## src/rtl/spc_pkg.sv

```systemverilog
// Shared constants for the playback session controller: sizes, opcodes,
// phase codes and outcome codes.
// No dependencies.
`default_nettype none

package spc_pkg;

    localparam int FIFO_DEPTH = 16;
    localparam int HIST_DEPTH = 8;
    localparam int TAG_BITS   = 32;

    localparam int FA_W = (FIFO_DEPTH > 1) ? $clog2(FIFO_DEPTH) : 1;
    localparam int FC_W = $clog2(FIFO_DEPTH + 1);
    localparam int HA_W = (HIST_DEPTH > 1) ? $clog2(HIST_DEPTH) : 1;
    localparam int HC_W = $clog2(HIST_DEPTH + 1);
    localparam int FH_W = TAG_BITS + 16;

    localparam logic [3:0] OP_START    = 4'd0;
    localparam logic [3:0] OP_ENQUEUE  = 4'd1;
    localparam logic [3:0] OP_PUMP     = 4'd2;
    localparam logic [3:0] OP_MARK     = 4'd3;
    localparam logic [3:0] OP_DRAIN    = 4'd4;
    localparam logic [3:0] OP_COMPLETE = 4'd5;
    localparam logic [3:0] OP_FAIL     = 4'd6;
    localparam logic [3:0] OP_ABORT    = 4'd7;
    localparam logic [3:0] OP_QUERY    = 4'd8;

    localparam logic [1:0] PH_IDLE  = 2'd0;
    localparam logic [1:0] PH_PREP  = 2'd1;
    localparam logic [1:0] PH_PLAY  = 2'd2;
    localparam logic [1:0] PH_DRAIN = 2'd3;

    localparam logic [3:0] OC_NONE     = 4'd0;
    localparam logic [3:0] OC_OK       = 4'd1;
    localparam logic [3:0] OC_REPLAY   = 4'd2;
    localparam logic [3:0] OC_STALE    = 4'd3;
    localparam logic [3:0] OC_CONT_PREP = 4'd4;
    localparam logic [3:0] OC_RESEND   = 4'd5;
    localparam logic [3:0] OC_CONT_DRN = 4'd6;
    localparam logic [3:0] OC_PREPARE  = 4'd7;
    localparam logic [3:0] OC_ACCEPTED = 4'd8;
    localparam logic [3:0] OC_IGNORED  = 4'd9;
    localparam logic [3:0] OC_OVERFLOW = 4'd10;
    localparam logic [3:0] OC_PACKET   = 4'd11;

    localparam logic [7:0] FINAL_CODE_ERROR = 8'd255;
    localparam logic [4:0] PREROLL_RESET    = 5'd4;

endpackage

`default_nettype wire

```

## src/rtl/spc_ram.sv

```systemverilog
// Generic single-write, single-read synchronous RAM with registered read.
// No dependencies.
`default_nettype none

module spc_ram #(
    parameter int WIDTH = 32,
    parameter int DEPTH = 16
) (
    input  wire logic                                     i_clk,
    input  wire logic                                     i_we,
    input  wire logic [((DEPTH > 1) ? $clog2(DEPTH) : 1)-1:0] i_waddr,
    input  wire logic [WIDTH-1:0]                         i_wdata,
    input  wire logic                                     i_re,
    input  wire logic [((DEPTH > 1) ? $clog2(DEPTH) : 1)-1:0] i_raddr,
    output logic      [WIDTH-1:0]                         o_rdata
);

    logic [WIDTH-1:0] r_mem [DEPTH];

    always_ff @(posedge i_clk) begin
        if (i_we) begin
            r_mem[i_waddr] <= i_wdata;
        end
        if (i_re) begin
            o_rdata <= r_mem[i_raddr];
        end
    end

endmodule

`default_nettype wire

```

## src/rtl/playback_session_controller.sv

```systemverilog
// Playback session controller: session phases, packet FIFO and history
// tables, sequenced over three instances of spc_ram. Uses spc_pkg.
//
// Usage:
//  - Input channel i_in_valid / o_in_ready carries one event beat (opcode
//    plus its fields). Output channel o_out_valid / i_out_ready carries
//    result beats; o_last marks the final beat of an event.
//  - Config: i_cfg_we writes the 5-bit preroll threshold (reset 4). Write
//    only while no event is in flight.
//  - One event is worked at a time; o_in_ready is high only while the
//    sequencer is idle. A finished result may still wait in the output
//    register while the next event is taken.
//  - Simple events are settled in the execute state, which registers their
//    result. start and query walk the history memories newest first, one
//    entry a cycle through the registered read port while the receiver
//    takes results: start walks the final table then the stale table, query
//    the final table only. pump streams one packet beat a cycle out of the
//    FIFO memory while the receiver takes beats.
//  - A stalled receiver holds the sequencer in place; nothing is dropped.
//  - Reset (synchronous, active low) clears phase, generation, tags,
//    counters and the output valid; memories need no clearing because
//    fill counts bound every read.
`default_nettype none

module playback_session_controller
    import spc_pkg::*;
(
    input  wire logic        i_clk,
    input  wire logic        i_rst_n,
    input  wire logic        i_in_valid,
    output logic             o_in_ready,
    input  wire logic [3:0]  i_opcode,
    input  wire logic [31:0] i_sentence_tag,
    input  wire logic        i_has_return_state,
    input  wire logic [1:0]  i_return_state_in,
    input  wire logic [31:0] i_generation_in,
    input  wire logic        i_packet_present,
    input  wire logic [31:0] i_packet_word,
    input  wire logic [4:0]  i_sink_credit,
    input  wire logic [7:0]  i_completion_code_in,
    input  wire logic [7:0]  i_reason_code_in,
    input  wire logic        i_cfg_we,
    input  wire logic [4:0]  i_cfg_wdata,
    output logic             o_out_valid,
    input  wire logic        i_out_ready,
    output logic [3:0]       o_outcome,
    output logic [31:0]      o_generation_out,
    output logic [31:0]      o_superseded_tag,
    output logic [7:0]       o_final_code_out,
    output logic [7:0]       o_final_reason_out,
    output logic [1:0]       o_return_state_out,
    output logic [31:0]      o_packet_out,
    output logic [1:0]       o_phase_out,
    output logic [4:0]       o_buffered_count,
    output logic             o_last
);

    localparam logic [1:0] ST_IDLE = 2'd0;
    localparam logic [1:0] ST_EXEC = 2'd1;
    localparam logic [1:0] ST_SRCH = 2'd2;
    localparam logic [1:0] ST_PUMP = 2'd3;

    // control state
    logic [1:0]          r_state, n_state;
    logic [4:0]          r_thr;
    logic [1:0]          r_phase, n_phase;
    logic [31:0]         r_gen, n_gen;
    logic [TAG_BITS-1:0] r_cur_tag, n_cur_tag;
    logic [1:0]          r_rs, n_rs;
    logic                r_pre, n_pre;
    logic [FA_W-1:0]     r_head, n_head;
    logic [FC_W-1:0]     r_cnt, n_cnt;
    logic [HA_W-1:0]     r_fwp, n_fwp, r_swp, n_swp;
    logic [HC_W-1:0]     r_fcnt, n_fcnt, r_scnt, n_scnt;
    logic [HC_W-1:0]     r_ri, n_ri;
    logic                r_rqv, n_rqv;
    logic                r_stale, n_stale;
    logic [FC_W-1:0]     r_rem, n_rem;
    logic                r_ov;

    // latched event
    logic [3:0]          r_op;
    logic [TAG_BITS-1:0] r_tag;
    logic                r_has_rs;
    logic [1:0]          r_rs_in;
    logic [31:0]         r_gen_in;
    logic                r_pkt_present;
    logic [31:0]         r_pkt;
    logic [4:0]          r_credit;
    logic [7:0]          r_code;
    logic [7:0]          r_reason;

    // result staging
    logic                emit, e_last;
    logic [3:0]          e_outcome;
    logic [TAG_BITS-1:0] e_sup;
    logic [7:0]          e_fc, e_fr;
    logic [1:0]          e_rs;
    logic [31:0]         e_pkt;

    // memory ports
    logic                f_we, f_re;
    logic [FA_W-1:0]     f_waddr, f_raddr;
    logic [31:0]         f_rdata;
    logic                fh_we, sh_we, h_re;
    logic [HA_W-1:0]     h_raddr;
    logic [FH_W-1:0]     fh_wdata, fh_rdata;
    logic [TAG_BITS-1:0] sh_wdata, sh_rdata;

    logic                out_free, in_acc;
    logic [FA_W-1:0]     head_inc;
    logic [FC_W:0]       wsum;
    logic [HA_W-1:0]     srch_wp;
    logic [HC_W-1:0]     srch_cnt;
    logic [HC_W:0]       s_wpx, s_off, s_addr;
    logic                issue, hit, gen_ok, pump_open;
    logic [TAG_BITS-1:0] h_tag;
    logic [7:0]          h_code, h_reason;
    logic [FC_W-1:0]     pump_n;

    assign out_free   = !r_ov || i_out_ready;
    assign o_in_ready = (r_state == ST_IDLE);
    assign in_acc     = i_in_valid && o_in_ready;

    assign head_inc = (r_head == FA_W'(FIFO_DEPTH - 1)) ? '0 : r_head + 1'b1;
    assign wsum     = (FC_W + 1)'(r_head) + (FC_W + 1)'(r_cnt);
    assign f_waddr  = (wsum >= (FC_W + 1)'(FIFO_DEPTH))
                    ? FA_W'(wsum - (FC_W + 1)'(FIFO_DEPTH)) : FA_W'(wsum);
    assign f_raddr  = (r_state == ST_EXEC) ? r_head : head_inc;

    // i-th newest history entry sits at (wp - 1 - i) mod depth
    assign srch_wp  = r_stale ? r_swp : r_fwp;
    assign srch_cnt = r_stale ? r_scnt : r_fcnt;
    assign s_wpx    = (HC_W + 1)'(srch_wp);
    assign s_off    = (HC_W + 1)'(r_ri) + 1'b1;
    assign s_addr   = (s_wpx >= s_off) ? s_wpx - s_off
                    : s_wpx + (HC_W + 1)'(HIST_DEPTH) - s_off;
    assign h_raddr  = HA_W'(s_addr);
    assign issue    = (r_ri < srch_cnt);

    assign h_tag    = fh_rdata[FH_W-1:16];
    assign h_code   = fh_rdata[15:8];
    assign h_reason = fh_rdata[7:0];
    assign hit      = r_rqv && (r_stale ? (sh_rdata == r_tag) : (h_tag == r_tag));

    assign gen_ok    = (r_gen_in == r_gen);
    assign pump_open = (r_phase == PH_DRAIN) || ((r_phase == PH_PLAY) && r_pre);
    assign pump_n    = (32'(r_credit) < 32'(r_cnt)) ? FC_W'(r_credit) : r_cnt;

    assign fh_wdata = {r_cur_tag, ((r_op == OP_COMPLETE) ? r_code : FINAL_CODE_ERROR),
                       r_reason};
    assign sh_wdata = r_cur_tag;

    always_comb begin
        n_state   = r_state;
        n_phase   = r_phase;
        n_gen     = r_gen;
        n_cur_tag = r_cur_tag;
        n_rs      = r_rs;
        n_pre     = r_pre;
        n_head    = r_head;
        n_cnt     = r_cnt;
        n_fwp     = r_fwp;
        n_fcnt    = r_fcnt;
        n_swp     = r_swp;
        n_scnt    = r_scnt;
        n_ri      = r_ri;
        n_rqv     = r_rqv;
        n_stale   = r_stale;
        n_rem     = r_rem;
        emit      = 1'b0;
        e_last    = 1'b1;
        e_outcome = OC_NONE;
        e_sup     = '0;
        e_fc      = '0;
        e_fr      = '0;
        e_rs      = '0;
        e_pkt     = '0;
        f_we      = 1'b0;
        f_re      = 1'b0;
        fh_we     = 1'b0;
        sh_we     = 1'b0;
        h_re      = 1'b0;

        case (r_state)
            ST_IDLE: begin
                if (in_acc) begin
                    n_state = ST_EXEC;
                end
            end
            ST_EXEC: begin
                if (out_free) begin
                    n_state = ST_IDLE;
                    case (r_op)
                        OP_START, OP_QUERY: begin
                            if (r_op == OP_START && r_tag == '0) begin
                                emit = 1'b1;
                            end else begin
                                n_ri    = '0;
                                n_rqv   = 1'b0;
                                n_stale = 1'b0;
                                n_state = ST_SRCH;
                            end
                        end
                        OP_ENQUEUE: begin
                            emit = 1'b1;
                            if (!r_pkt_present || !(r_phase == PH_PREP || r_phase == PH_PLAY)) begin
                                e_outcome = OC_IGNORED;
                            end else if (r_cnt == FC_W'(FIFO_DEPTH)) begin
                                e_outcome = OC_OVERFLOW;
                            end else begin
                                f_we  = 1'b1;
                                n_cnt = r_cnt + 1'b1;
                                if (32'(n_cnt) >= 32'(r_thr)) begin
                                    n_pre = 1'b1;
                                end
                                e_outcome = OC_ACCEPTED;
                            end
                        end
                        OP_PUMP: begin
                            if (pump_open && r_cnt != '0 && r_credit != '0) begin
                                f_re    = 1'b1;
                                n_rem   = pump_n;
                                n_state = ST_PUMP;
                            end else begin
                                emit = 1'b1;
                            end
                        end
                        OP_MARK: begin
                            emit = 1'b1;
                            if (gen_ok && r_phase == PH_PREP) begin
                                n_phase = PH_PLAY;
                                if (32'(r_cnt) >= 32'(r_thr)) begin
                                    n_pre = 1'b1;
                                end
                                e_outcome = OC_OK;
                            end
                        end
                        OP_DRAIN: begin
                            emit = 1'b1;
                            if (gen_ok && r_tag == r_cur_tag && r_phase == PH_PLAY) begin
                                n_phase   = PH_DRAIN;
                                n_pre     = 1'b1;
                                e_outcome = OC_OK;
                            end
                        end
                        OP_COMPLETE, OP_FAIL: begin
                            emit = 1'b1;
                            if (gen_ok && ((r_op == OP_COMPLETE) ? (r_phase == PH_DRAIN)
                                                                 : (r_phase != PH_IDLE))) begin
                                fh_we  = 1'b1;
                                n_fwp  = (r_fwp == HA_W'(HIST_DEPTH - 1)) ? '0 : r_fwp + 1'b1;
                                n_fcnt = (r_fcnt == HC_W'(HIST_DEPTH)) ? r_fcnt : r_fcnt + 1'b1;
                                n_cur_tag = '0;
                                n_head    = '0;
                                n_cnt     = '0;
                                n_phase   = PH_IDLE;
                                n_pre     = 1'b0;
                                e_rs      = r_rs;
                                e_outcome = OC_OK;
                            end
                        end
                        OP_ABORT: begin
                            emit = 1'b1;
                            if (r_cur_tag != '0) begin
                                sh_we  = 1'b1;
                                n_swp  = (r_swp == HA_W'(HIST_DEPTH - 1)) ? '0 : r_swp + 1'b1;
                                n_scnt = (r_scnt == HC_W'(HIST_DEPTH)) ? r_scnt : r_scnt + 1'b1;
                            end
                            n_cur_tag = '0;
                            n_head    = '0;
                            n_cnt     = '0;
                            n_phase   = PH_IDLE;
                            n_pre     = 1'b0;
                            n_rs      = '0;
                            n_gen     = r_gen + 1'b1;
                            e_outcome = OC_OK;
                        end
                        default: begin
                            emit = 1'b1;
                        end
                    endcase
                end
            end
            ST_SRCH: begin
                if (out_free) begin
                    if (hit && !r_stale) begin
                        if (r_op == OP_QUERY) begin
                            emit      = 1'b1;
                            e_outcome = OC_OK;
                            e_fc      = h_code;
                            e_fr      = h_reason;
                            n_state   = ST_IDLE;
                        end else if (h_code != '0) begin
                            emit      = 1'b1;
                            e_outcome = OC_REPLAY;
                            e_fc      = h_code;
                            e_fr      = h_reason;
                            n_state   = ST_IDLE;
                        end else begin
                            n_ri    = '0;
                            n_rqv   = 1'b0;
                            n_stale = 1'b1;
                        end
                    end else if (hit) begin
                        emit      = 1'b1;
                        e_outcome = OC_STALE;
                        n_state   = ST_IDLE;
                    end else if (!issue && !r_rqv) begin
                        if (r_op == OP_QUERY) begin
                            emit    = 1'b1;
                            n_state = ST_IDLE;
                        end else if (!r_stale) begin
                            n_ri    = '0;
                            n_stale = 1'b1;
                        end else begin
                            emit    = 1'b1;
                            n_state = ST_IDLE;
                            if (r_tag == r_cur_tag) begin
                                case (r_phase)
                                    PH_PREP:  e_outcome = OC_CONT_PREP;
                                    PH_PLAY:  e_outcome = OC_RESEND;
                                    PH_DRAIN: e_outcome = OC_CONT_DRN;
                                    default:  e_outcome = OC_NONE;
                                endcase
                            end else begin
                                // supersede the active sentence, if any
                                if (r_phase != PH_IDLE) begin
                                    e_sup = r_cur_tag;
                                    if (r_cur_tag != '0) begin
                                        sh_we  = 1'b1;
                                        n_swp  = (r_swp == HA_W'(HIST_DEPTH - 1))
                                               ? '0 : r_swp + 1'b1;
                                        n_scnt = (r_scnt == HC_W'(HIST_DEPTH))
                                               ? r_scnt : r_scnt + 1'b1;
                                    end
                                end
                                if (r_has_rs) begin
                                    n_rs = r_rs_in;
                                end else if (r_phase == PH_IDLE) begin
                                    n_rs = '0;
                                end
                                n_head    = '0;
                                n_cnt     = '0;
                                n_cur_tag = r_tag;
                                n_pre     = 1'b0;
                                n_phase   = PH_PREP;
                                n_gen     = r_gen + 1'b1;
                                e_outcome = OC_PREPARE;
                            end
                        end
                    end else begin
                        h_re  = issue;
                        n_ri  = issue ? r_ri + 1'b1 : r_ri;
                        n_rqv = issue;
                    end
                end
            end
            ST_PUMP: begin
                if (out_free) begin
                    emit      = 1'b1;
                    e_outcome = OC_PACKET;
                    e_pkt     = f_rdata;
                    e_last    = (r_rem == FC_W'(1));
                    n_head    = head_inc;
                    n_cnt     = r_cnt - 1'b1;
                    n_rem     = r_rem - 1'b1;
                    if (r_rem == FC_W'(1)) begin
                        n_state = ST_IDLE;
                    end else begin
                        f_re = 1'b1;
                    end
                end
            end
            default: begin
                n_state = ST_IDLE;
            end
        endcase
    end

    always_ff @(posedge i_clk) begin
        if (!i_rst_n) begin
            r_state   <= ST_IDLE;
            r_thr     <= PREROLL_RESET;
            r_phase   <= PH_IDLE;
            r_gen     <= '0;
            r_cur_tag <= '0;
            r_rs      <= '0;
            r_pre     <= 1'b0;
            r_head    <= '0;
            r_cnt     <= '0;
            r_fwp     <= '0;
            r_fcnt    <= '0;
            r_swp     <= '0;
            r_scnt    <= '0;
            r_ri      <= '0;
            r_rqv     <= 1'b0;
            r_stale   <= 1'b0;
            r_rem     <= '0;
            r_ov      <= 1'b0;
        end else begin
            r_state   <= n_state;
            r_phase   <= n_phase;
            r_gen     <= n_gen;
            r_cur_tag <= n_cur_tag;
            r_rs      <= n_rs;
            r_pre     <= n_pre;
            r_head    <= n_head;
            r_cnt     <= n_cnt;
            r_fwp     <= n_fwp;
            r_fcnt    <= n_fcnt;
            r_swp     <= n_swp;
            r_scnt    <= n_scnt;
            r_ri      <= n_ri;
            r_rqv     <= n_rqv;
            r_stale   <= n_stale;
            r_rem     <= n_rem;
            if (i_cfg_we) begin
                r_thr <= i_cfg_wdata;
            end
            if (emit) begin
                r_ov <= 1'b1;
            end else if (i_out_ready) begin
                r_ov <= 1'b0;
            end
        end
    end

    // payload registers: event latch and result beat
    always_ff @(posedge i_clk) begin
        if (in_acc) begin
            r_op          <= i_opcode;
            r_tag         <= TAG_BITS'(i_sentence_tag);
            r_has_rs      <= i_has_return_state;
            r_rs_in       <= i_return_state_in;
            r_gen_in      <= i_generation_in;
            r_pkt_present <= i_packet_present;
            r_pkt         <= i_packet_word;
            r_credit      <= i_sink_credit;
            r_code        <= i_completion_code_in;
            r_reason      <= i_reason_code_in;
        end
        if (emit) begin
            o_outcome          <= e_outcome;
            o_generation_out   <= n_gen;
            o_superseded_tag   <= 32'(e_sup);
            o_final_code_out   <= e_fc;
            o_final_reason_out <= e_fr;
            o_return_state_out <= e_rs;
            o_packet_out       <= e_pkt;
            o_phase_out        <= n_phase;
            o_buffered_count   <= 5'(n_cnt);
            o_last             <= e_last;
        end
    end

    assign o_out_valid = r_ov;

    spc_ram #(.WIDTH(32), .DEPTH(FIFO_DEPTH)) u_fifo_ram (
        .i_clk   (i_clk),
        .i_we    (f_we),
        .i_waddr (f_waddr),
        .i_wdata (r_pkt),
        .i_re    (f_re),
        .i_raddr (f_raddr),
        .o_rdata (f_rdata)
    );

    spc_ram #(.WIDTH(FH_W), .DEPTH(HIST_DEPTH)) u_final_ram (
        .i_clk   (i_clk),
        .i_we    (fh_we),
        .i_waddr (r_fwp),
        .i_wdata (fh_wdata),
        .i_re    (h_re && !r_stale),
        .i_raddr (h_raddr),
        .o_rdata (fh_rdata)
    );

    spc_ram #(.WIDTH(TAG_BITS), .DEPTH(HIST_DEPTH)) u_stale_ram (
        .i_clk   (i_clk),
        .i_we    (sh_we),
        .i_waddr (r_swp),
        .i_wdata (sh_wdata),
        .i_re    (h_re && r_stale),
        .i_raddr (h_raddr),
        .o_rdata (sh_rdata)
    );

endmodule

`default_nettype wire

```

## config.mk

```make
export PLATFORM = sky130hd
export DESIGN_NAME = playback_session_controller
export DESIGN_NICKNAME = d
export VERILOG_FILES = /design/src/rtl/spc_pkg.sv /design/src/rtl/spc_ram.sv /design/src/rtl/playback_session_controller.sv
export SDC_FILE = /design/constraint.sdc
export NUM_CORES = 2
export LEC_CHECK = 0
export ABC_CLOCK_PERIOD_IN_PS = 7800
export BUFFER_PORTS_ARGS = -buffer_cell sky130_fd_sc_hd__buf_4
export CAP_MARGIN = 20
export CORE_ASPECT_RATIO = 0.5
export CORE_MARGIN = 2
export CORE_UTILIZATION = 30
export DETAILED_ROUTE_END_ITERATION = 7
export GPL_ROUTABILITY_DRIVEN = 1
export PLACE_DENSITY_LB_ADDON = 0.3
export SYNTH_ARGS = -nofsm -noshare
export SYNTH_HDL_FRONTEND = slang
export SYNTH_HIERARCHICAL = 1
export SYNTH_SLANG_ARGS = --single-unit
```

## constraint.sdc

```tcl
create_clock -name i_clk -period 7.8 [get_ports i_clk]
set_clock_uncertainty 0.1 [all_clocks]
set_input_delay 1.56 -clock i_clk [delete_from_list [all_inputs] [get_ports i_clk]]
set_output_delay 1.56 -clock i_clk [all_outputs]
set_load 0.01 [all_outputs]
```

==> results.md <==
* Status: finished, final reports clean
* CP Launch Type: register
* Pre-CTS WS at 2.977 ns
* Fin nets at 3997
* Setup Crit Path Kind: register to register
* CTS Hold Bufs at 0
* Layout cells sized above 1 at 25.06%
* CTS tree: done
* Die area at 220600 sq um
* Max incr delay on CP at 0.65 ns
* Synthesized area at 64980 sq um
* Layout area overhead at 17.03%
* Fraction of registers with async set or reset after synthesis at 0%
* Post-synth EDFFs at 1515
* Crit Path Max Fanout at 85
* Std cell rows at 120
* Hold WS at 0.3744 ns
* Combinational power share at 3.2%
* Initial antenna violation count at 4
* Clock transition at the registers of the reported paths at 0.06 ns
* #FFs+latches synth at 1626
* Hold Path Class: register to register
* Warnings, synthesis at 6
* Post-synthesis sequential area ratio at 73.43%
* Post-synth top area cell: edfxtp_1
* Post-synthesis net count at 3674
* Reg power frac at 53.1%
* CP Depth at 10
* Antenna Nets Post-Route at 0
* Net switching power at 3.770 mW
* Postcts setup bufs at 0
* Drc violations at 0
* Bufs and invs on worst path at 2
* Routed WL at 163900 um
* First-pass GRT wire length at 239400 um
* Library cells used by synthesis at 91
* Fin. Hold Viols at 0
* FF-to-FF path depth at 10
* Multi-input gate area at 16460 sq um
* Largest net degree at the start of global routing at 161
* Die W at 662.2 um
* VDD IR max at 0.2311 mV
* Drt via density at 4.927
* Post-DP HPWL at 97050 um
* Buffer depth of the longest clock path at 3
* Slowest CP cell: dfxtp_2
* P_int at 14.47 mW
* Worst-Margin Slew at 1.106 ns
* Final period util at 62.16%
* Initial DRC Count at 3013
* Clock share of power at 43.7%
* Root Buffer: clkbuf_16
* Routed len/inst at 24.07 um
* RSZ-0062 raised after global routing: no
* Leak pwr at 25.20 nW
* Area contributors post-synth: edfxtp_1 (70%), mux4_2 (8.5%), dfxtp_1 (3.4%)
* Peak Freq at 206.3 MHz
* Pwr dens at 239.8 nW/um^2
* H-tree depth at 4
* All-Layer GR Usage at 14.69%
* Final Cell Area at 76050 sq um
* First-pass detailed-route iteration total at 7
* TritonCTS Buffers at 156
* Setup slack after layout at 2.952 ns
* Top FF cell, synth: edfxtp_1
* Clock Sinks at 1626
* Largest delay share family, worst path: simple AND/OR/NAND/NOR gates
* Post-placement cell area at 70640 sq um
* Vias in the first global route at 34800
* Clk Latency, worst-skew pair at 0.80 ns
* Post-synthesis cell count at 3490
* Slew Limit Headroom at 26.25%
* Ports at 263
* Register Area at 47720 sq um
* CP endpoint kind: register
* Starting Density at 30.27%
* CP Cell Sequence: buf_4 -> mux2i_1 -> xnor2_1 -> nor4_1 -> nand3_1 -> or4_4 -> o211a_2 -> nor2_1 -> a21o_4 -> buf_12
* Final setup vio count at 0
* Grt total ovfl at 0
* Synth cell count leaders: edfxtp_1 (1515), mux4_2 (245), nand2_1 (172), dfxtp_1 (111), clkbuf_1 (100)
* Hold path depth at 2
* Gpl congestion at 0.8805
* PostCTS Resize Cnt at 0
* Top-count cell post-synth: edfxtp_1
* Pins Over Slew Limit at 0
* Max-Cap Viols at 0
* Yosys top cell area share at 70.01%
* Sw frac at 20.67%
* Filler cells at 20050
* Min Tclk post-route at 4.848 ns
* Vias post-DR at 33560
* WP data arrival at 5.16 ns
* Syn Area/Cell at 18.62 sq um
* Core Box Area at 214700 sq um
* Data required time of the worst path at 8.11 ns
* Port-buffer cells at 262
* Setup TNS Final at 0 ns
* Die H at 333.1 um
[registers in the layout, indices dropped and copies added, names as in the netlist, 5 cells and up]
signal	count
o_superseded_tag	32
r_tag	32
r_thr	5
o_final_code_out	8
r_credit	5
r_reason	8
r_pkt	32
u_fifo_ram/o_rdata	32
u_stale_ram/r_mem	256
r_gen_in	32
r_rem	5
r_gen	32
u_stale_ram/o_rdata	32
r_cur_tag	32
u_fifo_ram/r_mem	512
o_generation_out	32
o_buffered_count	5
r_code	8
r_cnt	5
u_final_ram/r_mem	384
o_final_reason_out	8
u_final_ram/o_rdata	48
o_packet_out	32
[worst min-delay path: stages (launching register included)]
cell,delay [ns]
dfxtp_1,0.32
nand2_1,0.05
mux2i_1,0.06
[placed cells by master (no fill, tap or decap), drive strengths merged, types with 6 or more instances in the layout]
cell type,netlist,final
edfxtp,1515,1515
buf,87,352
mux4,288,288
clkbuf,100,202
nand2,172,172
dfxtp,111,111
mux2i,96,96
nor2,95,95
mux2,87,87
and2,82,82
nand3,81,81
xnor2,76,76
o21ai,68,68
a22oi,66,66
nor4,53,53
a21oi,52,52
inv,43,52
clkinv,1,52
ha,47,47
and3,40,40
xor2,38,38
nand4,35,35
nor3,34,34
nand2b,30,30
bufinv,0,23
or3,17,17
o31ai,12,12
nand3b,11,11
a31oi,10,10
o21a,10,10
a21o,9,9
o31a,8,8
o211ai,7,7
a21boi,7,7
or4,7,7
a211oi,6,6
nor2b,6,6
[logic make-up after synthesis]
kind of cell	count (synthesis)	share of synthesized area, %
buffers and inverters	231	1.746
DFF	1626	73.43
muxes	471	13.45
and+or+nand+nor	680	5.470
AOI/OAI and AO/OA	319	3.404
adders and majority gates	49	0.9666
xor gates and xnor gates	114	1.537
[worst paths after layout]
kind	startpoint	endpoint	slack, ns
max	r_stale	o_packet_out[16]	2.95
min	r_pre	r_pre	0.37
max reg2reg	r_stale	o_packet_out[16]	2.95
min reg2reg	r_pre	r_pre	0.37
[per-layer routing]
metal / vias to the layer above / share of wire, % / GRT usage [%]
met5: - / 0 / 0
li1: 14710 / - / -
met3: 242 / 4.6 / 2.186
met4: 0 / 2.9 / 4.879
met1: 17660 / 41 / 18.68
met2: 944 / 51 / 25.67
[power groups by stage]
stage	Combinational, mW	Sequential, mW	Clock, mW
after floorplan	0.381	9.83	0
after global placement	0.586	9.87	0
after detailed placement	0.590	9.87	0
after CTS	0.592	9.69	8.19
after global routing	0.625	9.69	8.53
final	0.581	9.68	7.97
[through the flow]
step / instances / power (mW) / util, %
floorplan: 3490 / 10.21 / -
detailed placement: 6521 / 10.46 / 32.90
global route: 6810 / 18.84 / 35.42
CTS: 6809 / 18.47 / 35.41
global placement: 6518 / 10.45 / 32.88
finish: 6811 / 18.24 / 35.42
[cell type report]
type	count	share of cell area, %
repair buffers	352	3.580
clock buffers	202	5.592
multi-input cells	1633	21.64
diodes	1	0.003290
clock inverters	86	1.495
inverters	44	0.2270
well taps	2867	4.717
flip-flops and latches	1626	62.74
Note: power is estimated with default switching activity, not from simulation.
